[src/hdl/b64d_pkg.sv]
// Shared types, status codes and the alphabet map of the base64 stream decoder.
// Used by b64d_step and base64_stream_decoder_core; depends on nothing.
package b64d_pkg;

  localparam int unsigned SextetW = 6;
  localparam int unsigned StoreW  = 3 * SextetW;
  localparam int unsigned WordW   = 4 * SextetW;
  localparam logic [7:0]  PadChar = 8'h3D;

  typedef enum logic [1:0] {
    StatusOk        = 2'd0,
    StatusBadChar   = 2'd1,
    StatusBadLength = 2'd2,
    StatusBadPad    = 2'd3
  } status_e;

  // Decoder context carried from one character to the next.
  typedef struct packed {
    logic [StoreW-1:0] store;
    logic [1:0]        pos;
    logic              pad_pending;
    logic              padded_seen;
    logic              discarding;
  } state_t;

  typedef struct packed {
    logic [7:0] byte_first;
    logic [7:0] byte_second;
    logic [7:0] byte_third;
    logic [1:0] byte_count;
    status_e    status;
    logic       end_of_message;
  } result_t;

  // Maps one character to its sextet; the top bit is set for characters
  // outside the alphabet (padding included).
  function automatic logic [SextetW:0] map_symbol(input logic [7:0] ch);
    logic [SextetW:0] sx;
    sx = {1'b1, {SextetW{1'b0}}};
    if (ch >= 8'h41 && ch <= 8'h5A) begin
      sx = {1'b0, 6'(ch - 8'h41)};
    end else if (ch >= 8'h61 && ch <= 8'h7A) begin
      sx = {1'b0, 6'(ch - 8'h61 + 8'd26)};
    end else if (ch >= 8'h30 && ch <= 8'h39) begin
      sx = {1'b0, 6'(ch - 8'h30 + 8'd52)};
    end else if (ch == 8'h2B) begin
      sx = {1'b0, 6'd62};
    end else if (ch == 8'h2F) begin
      sx = {1'b0, 6'd63};
    end
    return sx;
  endfunction

endpackage

[src/hdl/base64_stream_decoder_core.sv]
// Top level of the streaming base64 decoder: context register and result register.
// Depends on b64d_pkg and b64d_step.
//
// Usage: one character of base64 text arrives per transfer on the slave side,
// with tlast on the final character of a message. Every completed quad gives
// one transfer on the master side carrying one to three bytes; tlast there
// marks the last quad of a message or an error result. tuser carries the
// status: ok, invalid character, bad length or misplaced padding. After an
// error the decoder drops characters without results up to and including the
// next one with tlast set.
// Throughput is one character per cycle while the master side does not stall.
// A result appears on the master side in the cycle after the transfer of the
// character that completes the quad; the decode is one pass of table lookup
// and shift between the context register and the result register.
// Reset clears the context, the discard flag and the result register, so the
// block starts at the first character of a fresh message. When the receiver
// stalls, the pending result holds and s_axis_tready_o falls only while that
// result waits and is not being taken in the same cycle.
module base64_stream_decoder_core (
  input  logic        clk_i,
  input  logic        rst_ni,
  input  logic        s_axis_tvalid_i,
  output logic        s_axis_tready_o,
  input  logic [7:0]  s_axis_tdata_i,   // [7:0] symbol
  input  logic        s_axis_tlast_i,   // end_of_text
  output logic        m_axis_tvalid_o,
  input  logic        m_axis_tready_i,
  output logic [31:0] m_axis_tdata_o,   // [7:0] byte_first, [15:8] byte_second,
                                        // [23:16] byte_third, [25:24] byte_count
  output logic [1:0]  m_axis_tuser_o,   // [1:0] status
  output logic        m_axis_tlast_o    // end_of_message
);

  b64d_pkg::state_t  state_q, state_d;
  b64d_pkg::result_t res_q, res_d;
  logic              res_valid;
  logic              out_valid_q, out_valid_d;
  logic              in_xfer;

  assign s_axis_tready_o = ~out_valid_q | m_axis_tready_i;
  assign in_xfer         = s_axis_tvalid_i & s_axis_tready_o;

  b64d_step u_step (
    .state_i     (state_q),
    .symbol_i    (s_axis_tdata_i),
    .eot_i       (s_axis_tlast_i),
    .state_o     (state_d),
    .res_valid_o (res_valid),
    .res_o       (res_d)
  );

  always_comb begin
    out_valid_d = out_valid_q & ~m_axis_tready_i;
    if (in_xfer && res_valid) begin
      out_valid_d = 1'b1;
    end
  end

  always_ff @(posedge clk_i or negedge rst_ni) begin
    if (!rst_ni) begin
      state_q     <= '0;
      out_valid_q <= 1'b0;
      res_q       <= '0;
    end else begin
      out_valid_q <= out_valid_d;
      if (in_xfer) begin
        state_q <= state_d;
      end
      if (in_xfer && res_valid) begin
        res_q <= res_d;
      end
    end
  end

  assign m_axis_tvalid_o = out_valid_q;
  assign m_axis_tdata_o  = {6'b0, res_q.byte_count, res_q.byte_third,
                            res_q.byte_second, res_q.byte_first};
  assign m_axis_tuser_o  = res_q.status;
  assign m_axis_tlast_o  = res_q.end_of_message;

endmodule

[src/hdl/b64d_step.sv]
// Combinational next-state and result logic for one character of base64 text.
// Depends on b64d_pkg.
module b64d_step (
  input  b64d_pkg::state_t  state_i,
  input  logic [7:0]        symbol_i,
  input  logic              eot_i,
  output b64d_pkg::state_t  state_o,
  output logic              res_valid_o,
  output b64d_pkg::result_t res_o
);

  always_comb begin
    logic [b64d_pkg::SextetW:0] sx;
    logic [b64d_pkg::WordW-1:0] word;
    logic [1:0]                 count;
    logic                       fail;
    b64d_pkg::status_e          fail_code;
    logic                       emit;

    sx        = b64d_pkg::map_symbol(symbol_i);
    word      = {state_i.store, sx[b64d_pkg::SextetW-1:0]};
    count     = 2'd3;
    fail      = 1'b0;
    fail_code = b64d_pkg::StatusOk;
    emit      = 1'b0;
    state_o   = state_i;

    if (state_i.discarding) begin
      if (eot_i) begin
        state_o = '0;
      end
    end else if (state_i.padded_seen) begin
      fail      = 1'b1;
      fail_code = b64d_pkg::StatusBadPad;
    end else if (symbol_i == b64d_pkg::PadChar) begin
      if (state_i.pos < 2'd2) begin
        fail      = 1'b1;
        fail_code = b64d_pkg::StatusBadPad;
      end else if (state_i.pos == 2'd2) begin
        if (eot_i) begin
          fail      = 1'b1;
          fail_code = b64d_pkg::StatusBadLength;
        end else begin
          state_o.store       = {state_i.store[b64d_pkg::StoreW-b64d_pkg::SextetW-1:0],
                                 {b64d_pkg::SextetW{1'b0}}};
          state_o.pos         = 2'd3;
          state_o.pad_pending = 1'b1;
        end
      end else begin
        // The fourth place is padding: the leftover low bits are dropped.
        word              = {state_i.store, {b64d_pkg::SextetW{1'b0}}};
        count             = state_i.pad_pending ? 2'd1 : 2'd2;
        emit              = 1'b1;
        state_o           = '0;
        state_o.padded_seen = ~eot_i;
      end
    end else if (sx[b64d_pkg::SextetW]) begin
      fail      = 1'b1;
      fail_code = b64d_pkg::StatusBadChar;
    end else if (state_i.pad_pending) begin
      fail      = 1'b1;
      fail_code = b64d_pkg::StatusBadPad;
    end else if (state_i.pos < 2'd3) begin
      if (eot_i) begin
        fail      = 1'b1;
        fail_code = b64d_pkg::StatusBadLength;
      end else begin
        state_o.store = {state_i.store[b64d_pkg::StoreW-b64d_pkg::SextetW-1:0],
                         sx[b64d_pkg::SextetW-1:0]};
        state_o.pos   = state_i.pos + 2'd1;
      end
    end else begin
      count   = 2'd3;
      emit    = 1'b1;
      state_o = '0;
    end

    if (fail) begin
      state_o            = '0;
      state_o.discarding = ~eot_i;
    end

    res_valid_o        = fail | emit;
    res_o.byte_first   = emit ? word[23:16] : 8'h00;
    res_o.byte_second  = (emit && count >= 2'd2) ? word[15:8] : 8'h00;
    res_o.byte_third   = (emit && count == 2'd3) ? word[7:0] : 8'h00;
    res_o.byte_count   = emit ? count : 2'd0;
    res_o.status       = fail ? fail_code : b64d_pkg::StatusOk;
    res_o.end_of_message = fail | eot_i;
  end

endmodule

[config.mk]
export PLATFORM = sky130hd
export DESIGN_NAME = base64_stream_decoder_core
export DESIGN_NICKNAME = d
export VERILOG_FILES = /design/src/hdl/b64d_pkg.sv /design/src/hdl/base64_stream_decoder_core.sv /design/src/hdl/b64d_step.sv
export SDC_FILE = /design/constraint.sdc
export NUM_CORES = 1
export LEC_CHECK = 0
export ABC_CLOCK_PERIOD_IN_PS = 7450
export CORE_ASPECT_RATIO = 0.75
export CORE_MARGIN = 2
export CORE_UTILIZATION = 65
export DETAILED_ROUTE_END_ITERATION = 8
export DONT_BUFFER_PORTS = 1
export PLACE_DENSITY = 0.87
export SLEW_MARGIN = 0
export SYNTH_ARGS = -nofsm -noshare
export SYNTH_HDL_FRONTEND = slang
export SYNTH_HIERARCHICAL = 1
export SYNTH_SLANG_ARGS = --single-unit
[constraint.sdc]
create_clock -name clk_i -period 7.45 [get_ports clk_i]
set_clock_uncertainty 0.15 [all_clocks]
set_input_delay 1.8625 -clock clk_i [delete_from_list [all_inputs] [get_ports clk_i]]
set_output_delay 1.8625 -clock clk_i [all_outputs]
set_load 0.05 [all_outputs]
---- After elaboration in Yosys (flattened, before gate mapping) ----
Index checks and enable logic that the tools add are counted.
word-level totals
  register bits after elaboration ......... 53
  word-level logic and storage cells ...... 117
cells by class
  add/sub/neg operators ................... 6
  magnitude comparators ................... 9
  eq/ne operators ......................... 12
  mux-type cells .......................... 61
  bitwise operators ....................... 8
  reduce and logical (&&, ||, !) cells .... 9
operator list
  cell                 count
  $mux 23              8
  $mux 21              2
  $mux 20              2
  $mux 2               18
  $mux 7               5
  $mux 6               5
  $eq 8x6->1 const B   3
  $mux 8               3
  $mux 1               18
  $ge 8x7->1 const B   2
  $le 8x7->1 const B   2
  $sub 6x6->6 const B  2
  $ge 8x6->1 const B   1
  $le 8x6->1 const B   1
  $ne 4x4->1 const B   2
  $reduce_and 8->1     1
  $add 6x5->6 const B  1
  $add 6x6->6 const B  1
  $logic_and 1x1->1    6
  $ne 3x2->1 const B   2
  $reduce_and 6->1     1
  $sub 6x1->6 const B  1
  $ne 5x4->1 const B   1
  $ne 5x5->1 const B   1
  other kinds (9)      16

---- Depth between registers and ports, before layout ----
Gate-level depths: netlist (run 1).
  depth in word-level cells ............... 14
  mapped depth ............................ 15
  depth with buffers taken out ............ 11

---- Modules after synthesis ----
The synthesis (run 1) kept the hierarchy.
by module, submodules not included
  module                      times used  cells an instance  area an instance (um2)  sequential area each (um2)
  base64_stream_decoder_core  1           122                2088.3                  1326.3
  b64d_step                   1           307                2059.5                  0.0

---- Least setup slack after synthesis (run 1) ----
Ideal clock, no wire load.
  path kind ............................... input -> register
  start point ............................. input port s_axis_tdata_i[2]
  end point ............................... register res_q, in the netlist m_axis_tdata_o[0]
  setup time .............................. 0.125 ns
  data arrival time ....................... 4.344 ns
  slack ................................... 2.831 ns
  stages on the path ...................... 15
  path through ............................ buf_6 -> inv_1 -> ha_1 -> nor2b_1 -> o21ai_1 -> a21oi_2 -> a21oi_1 -> clkbuf_1 -> a21o_1 -> a21oi_1 -> nand2_1 -> nor2b_4 -> buf_6 -> buf_12 -> mux2_4
between the ends
  cells in the longest elaborated chain, start to end .. 12
  elaborated cells on any way between the ends .. 28
ends and longest elaborated chain
  item                                                 line                              RTL
  from (decl)                                          base64_stream_decoder_core.sv:24  input logic [7:0] s_axis_tdata_i,
  branches (longest 10 deep; another with $ge 8x6->1)  n/a
  $or 1x1->1 (*)                                       b64d_step.sv:83                   res_valid_o = fail | emit;
  via res_valid                                        base64_stream_decoder_core.sv:36  logic res_valid;
  $logic_and 1x1->1 (*)                                base64_stream_decoder_core.sv:69  if (in_xfer && res_valid) begin
  to (signal assigned)                                 base64_stream_decoder_core.sv:70  res_q <= res_d;
  to (decl)                                            base64_stream_decoder_core.sv:35  b64d_pkg::result_t res_q, res_d;
Mark *: on every way through the listed nets, which the timed path passes.
A chain may end at the register's enable or synchronous reset.

---- Final worst setup path (run 1) ----
  start point ............................. input port s_axis_tdata_i[2]
  end point ............................... register res_q, in the netlist m_axis_tdata_o[23]
The elaborated chain is that of the path after synthesis.

==> results of run 1 <==
[cell usage in the layout, fill, tap and decap left out, drive strengths merged, types with 3 or more instances in the layout]
cell	count
dfrtp	53
mux2	52
nor2	25
inv	25
o22ai	21
a22oi	20
nand2	19
and3	18
a21oi	17
ha	15
a31oi	14
and2	11
o21ai	11
nand3	11
nand4	7
conb	6
a221oi	6
a211oi	6
clkbuf	5
nor3	5
nor2b	5
o211ai	5
a2111oi	5
a221o	4
a21o	4
a22o	3
nand2b	3
[power groups by stage]
stage,registers (mW),clock network [mW],logic [mW]
after global routing,0.335,0.194,0.131
after floorplan,0.331,0,0.115
after detailed placement,0.338,0,0.119
after CTS,0.333,0.182,0.120
final,0.332,0.177,0.123
after global placement,0.339,0,0.116
[metrics by stage]
stage,util [%],instance area [um2]
global route,66.4,4130
finish,66.4,4130
global placement,64.8,4030
CTS,66.4,4130
detailed placement,64.8,4030
floorplan,-,4170
[area by class of cell]
| cell class | count | area [um2] | share of cell area, % |
|---|---|---|---|
| Clock buffer | 5 | 68.8 | 1.67 |
| Clock inverter | 3 | 28.8 | 0.697 |
| Inverter | 23 | 86.3 | 2.09 |
| Multi-Input combinational cell | 323 | 2510 | 60.8 |
| Sequential cell | 53 | 1330 | 32.1 |
| Tap cell | 81 | 101 | 2.45 |
| Timing Repair Buffer | 1 | 7.51 | 0.182 |
[state kept, by name, summed over array words and instances, names as in the netlist]
register and count:
m_axis_tdata_o 26, m_axis_tlast_o 1, m_axis_tuser_o 2, m_axis_tvalid_o 1
state_q 23
[layer usage]
layer  global-route usage, %  up-vias  wire length, um
li1                        -     1570                -
met1                    45.7     1692             4600
met2                    43.3      231             4360
met3                    9.50       26             1210
met4                    8.73        2              164
met5                       0        -               14
[worst max-delay path, delay by kind of cell]
kind,cells,cell delay [ns]
AOI/OAI and AO/OA,5,1.33
and+or+nand+nor,3,1.04
muxes,1,0.42
adders and majority gates,1,0.28
buffers and inverters,1,0.10
[cell families (layout without fill, tap and decap cells)]
group                    count (synthesis)  after routing  share of synthesized area [%]
flip-flops                              53             53                           32.0
AND/OR/NAND/NOR                        117            117                           16.6
AO/OA/AOI/OAI                          130            130                           23.2
other                                    1              6                         0.0904
buffers and inverters                   58             32                           7.90
multiplexers                            53             53                           15.3
XOR/XNOR                                 2              2                          0.422
adder cells (fa/ha/maj)                 15             15                           4.52
[path summary, 6_finish.rpt]
kind / slack [ns] / end / depth (start not counted) / start
setup / recovery: 2.45 / m_axis_tdata_o[23]$_DFFE_PN0P_ / 11 / s_axis_tdata_i[2]
hold / removal: 0.41 / state_q[20]$_DFFE_PN0P_ / 1 / state_q[20]$_DFFE_PN0P_
setup reg to reg: 3.86 / m_axis_tdata_o[23]$_DFFE_PN0P_ / 8 / state_q[4]$_DFFE_PN0P_
hold reg to reg: 0.41 / state_q[20]$_DFFE_PN0P_ / 1 / state_q[20]$_DFFE_PN0P_
max in group asynchronous: 5.96 / m_axis_tuser_o[0]$_DFFE_PN0P_ / 0 / rst_ni
min in group asynchronous: 1.08 / state_q[8]$_DFFE_PN0P_ / 0 / rst_ni
==> results_dict.tcl, run 1 <==
set metrics [dict create \
    cts_tree "yes" \
    synth_top_flop_cell "dfrtp_1" \
    clock_path_buffers 2 \
    seqPwrFrac_pct 52.6 \
    hold_slack_ns 0.413 \
    p_int_uw 414 \
    tightest_slew_ns 1.16 \
    synth_top_area_share_pct 32.0 \
    swShare_pct 34.4 \
    die_area_um2 7040 \
    grt_pass1_vias 3359 \
    cp_max_fo 29 \
    finalWeightedCongestion 0.963 \
    fin_crit_ns 5.00 \
    yosysMostFrequentCell "dfrtp_1" \
    startpoint_type "input port" \
    syn_avg_cell_area_um2 9.67 \
    synthCells 429 \
    synth.largest_area_cell "dfrtp_1" \
    grt_pass1_wl_mm 16.9 \
    instances_no_fill 489 \
    clkPwrFrac_pct 28.0 \
    post_drt_wl_per_cell_um 21.2 \
    ys_types 72 \
    viasPerCell 7.20 \
    synth_enable_flop_cells 0 \
    fin_setup_tns_ns 0 \
    hold_path_class "reg -> reg" \
    total_power_uw 631 \
    comb_power_share_pct 19.4 \
    drtIter0Drc 538 \
    grt_usage_pct 30.9 \
    p_per_area_nw_per_um2 153 \
    ys_ff_latch 53 \
    clk_latency_ns 0.32 \
    n_fill_cell 476 \
    row_count 25 \
    place_hpwl_mm 7.11 \
    ant_nets 0 \
    synthTopCellsByCount "dfrtp_1, mux2_2, nor2_1, inv_1, o22ai_1" \
    status "complete, no violations" \
    synth_area_um2 4150 \
    worst_setup_path_end_kind "flip-flop" \
    rsz0062_at_grt "false" \
    grt.overflow.total 0 \
    synth_seq_area_share_pct 32.0 \
    cp_cell_sequence "inv_1, ha_1, nor2b_1, o21ai_1, a21oi_2, a21oi_1, a21o_1, a21oi_1, nand2_1, nor2b_4, mux2_2" \
    cap_violations 0 \
    setup_violations 0 \
    finalCritPeriodShare_pct 67.1 \
    cpMostUsedCell "a21oi_1" \
    fmax_ghz 0.200 \
    ctsHtreeMaxLevel 2 \
    fin_ws_ns 2.45 \
    areaGrowthSynthToFinish_pct -0.392 \
    p_switching_uw 217 \
    cts_root_buf "clkbuf_8" \
    final_layout_size_suffix_gt1_share_pct 19.6 \
    clk_pin_slew_ns 0.10 \
    worstPathRequired_ns 7.50 \
    start_util_pct 66.6 \
    dp_cells 481 \
    wl_mm 10.3 \
    route.detailed.drc 0 \
    synth_warnings 6 \
    cp_data_arrival_time_ns 5.05 \
    fp.dieH_um 73.2 \
    post_cts_buffers 0 \
    max_slew_margin_pct 22.3 \
    antenna_found_initial 1 \
    via_count 3521 \
    dr.pass1.iters 6 \
    post_cts_resized 0 \
    worstSetupPathType "in -> reg" \
    worst_path_largest_cell_delay_ns 0.75 \
    grt_max_degree 54 \
    async_flop_share_pct 100 \
    core_um2 6220 \
    layout.nets 435 \
    clock-sinks 53 \
    drv_slew 0 \
    ios 50 \
    p_leak_nw 1.80 \
    cts_buffers 5 \
    yosys-top-cells-area "dfrtp_1, mux2_2, ha_1, a22oi_1, mux2_4" \
    port_buffers 0 \
    ctsHoldBuffers 0 \
    peakVddDrop_mv 0.104 \
    die_x_um 96.2 \
    crit_path_top_delay_cell "nor2b_4" \
    pre_cts_ws_ns 2.14 \
    antenna_cells 0 \
    hold_viol_final 0 \
]
Power figures use the tool's default switching activity.
==> run 2, diff against run 1 <==
Settings changed: ABC_CLOCK_PERIOD_IN_PS 7450 to 4920.
Clock period 7.45 ns to 4.92 ns, I/O delays scaled along.
==> run 2 against run 1 <==
Clock-buffer cell count rose by 1. Critical path depth up 1. Final cell count is 1.4% higher. Non-clock buffer count increased by 7. Core utilization is 0.88 points higher. Setup slack got worse by 1.6 ns. Register-to-register slack worse by 2.3 ns.
==> results_dict.tcl, run 2 (same netlist as run 1, synthesis figures left out) <==
set metrics [dict create \
    n_fill_cell 482 \
    finalWeightedCongestion 0.969 \
    fp.dieH_um 73.2 \
    route.detailed.drc 0 \
    ios 50 \
    hold_slack_ns 0.411 \
    port_buffers 0 \
    final_layout_size_suffix_gt1_share_pct 21.0 \
    cp_data_arrival_time_ns 4.14 \
    cts_buffers 5 \
    cts_root_buf "clkbuf_8" \
    drtIter0Drc 566 \
    wl_met2_mm 4.63 \
    drv_slew 0 \
    worst_path_largest_cell_delay_ns 0.48 \
    die_x_um 96.2 \
    core_um2 6220 \
    ant_nets 0 \
    final_util_pct 67.3 \
    fin_setup_tns_ns 0 \
    post_drt_wl_per_cell_um 21.5 \
    highest_layer "met4" \
    die_area_um2 7040 \
    cpMostUsedCell "a21oi_1" \
    clk_pin_slew_ns 0.10 \
    worstPathRequired_ns 4.97 \
    finalCritPeriodShare_pct 83.2 \
    fin_area_um2 4190 \
    max_slew_margin_pct 26.3 \
    layout_common_cells "dfrtp_1, mux2_2, nor2_1" \
    multiInputGateArea_um2 2510 \
    worstSetupPathType "in -> reg" \
    rsz0062_at_grt "false" \
    dr.pass1.iters 9 \
    ff_latch_area_um2 1330 \
    start_util_pct 66.6 \
    tightest_slew_ns 1.10 \
    grt_usage_pct 30.5 \
    final_common_cell "dfrtp_1" \
    antenna_cells 0 \
    post_cts_buffers 0 \
    row_count 25 \
    grt_pass1_wl_mm 16.7 \
    clk_latency_ns 0.31 \
    ctsHoldBuffers 0 \
    place_area_um2 4090 \
    hold_path_class "reg -> reg" \
    largest_register_ffs 26 \
    setup_violations 0 \
    fmax_ghz 0.244 \
    grt_max_degree 54 \
    fin_crit_ns 4.09 \
    via_count 3602 \
    status "complete, no violations" \
    antenna_found_initial 0 \
    clock_path_buffers 2 \
    cap_violations 0 \
    path_buf_inv 2 \
    layout.nets 442 \
    p_leak_nw 1.83 \
    cts_tree "yes" \
    grt_pass1_vias 3235 \
    grt.overflow.total 0 \
    viasPerCell 7.26 \
    crit_family "compound AO/OA/AOI/OAI gates" \
    hold_viol_final 0 \
    wl_mm 10.7 \
    cp_cell_sequence "inv_1, ha_1, nor2b_1, o21ai_1, a21oi_2, a21oi_1, a21o_1, a21oi_1, nand2_1, nor2b_4, buf_4, mux2_2" \
    worst_setup_path_end_kind "flip-flop" \
    areaGrowthSynthToFinish_pct 0.935 \
    place_hpwl_mm 7.42 \
    clock-sinks 53 \
    post_cts_resized 0 \
    cp_max_fo 14 \
    peakVddDrop_mv 0.175 \
    p_per_area_nw_per_um2 230 \
    dr_wl_met3_mm 1.26 \
    ctsHtreeMaxLevel 2 \
    crit_path_top_delay_cell "nor2b_4" \
    startpoint_type "input port" \
    wl_met1_mm 4.64 \
]
## run 2: cell types whose count changed in the layout (fill, tap and decap cells not counted)
cell,change
clkbuf_8,+1
buf_4,+7
inv_8,-1
## run 2: cell type report
cell class,instances,area share [%]
clock buffer,6,1.97
clock inverter,2,0.418
inverter,23,2.06
multi-input combinational,323,60.0
sequential,53,31.7
tap,81,2.42
timing repair buffer,8,1.43
## run 2: worst paths after layout
kind	startpoint	end	slack, ns	cells past startpoint
min	state_q[20]$_DFFE_PN0P_	state_q[20]$_DFFE_PN0P_	0.41	1
max	s_axis_tdata_i[2]	m_axis_tdata_o[20]$_DFFE_PN0P_	0.83	12
max in group asynchronous	rst_ni	m_axis_tdata_o[24]$_DFFE_PN0P_	4.06	0
min reg2reg	state_q[20]$_DFFE_PN0P_	state_q[20]$_DFFE_PN0P_	0.41	1
max reg2reg	state_q[4]$_DFFE_PN0P_	m_axis_tdata_o[20]$_DFFE_PN0P_	1.52	9
min in group asynchronous	rst_ni	m_axis_tdata_o[6]$_DFFE_PN0P_	0.45	0
## run 2: power by group
| group | internal [mW] | switching, mW | total [mW] |
|---|---|---|---|
| logic | 0.0744 | 0.117 | 0.192 |
| registers | 0.448 | 0.0563 | 0.504 |
| clock network | 0.117 | 0.148 | 0.265 |
| total | 0.640 | 0.322 | 0.961 |
## run 2: stage by stage
| step | instances | setup slack, ns | total power [mW] |
|---|---|---|---|
| after floorplan | 434 | 0.933 | 0.676 |
| after global placement | 488 | 0.673 | 0.694 |
| after detailed placement | 488 | 0.508 | 0.697 |
| after CTS | 496 | 0.848 | 0.961 |
| after global routing | 496 | 0.618 | 0.995 |
| final | 496 | 0.827 | 0.961 |
## run 2: metal layers
layer | vias up | GRT usage, %
li1 | 1573 | -
met1 | 1735 | 45.9
met2 | 266 | 44.2
met3 | 28 | 8.06
met4 | 0 | 6.03
met5 | - | 0
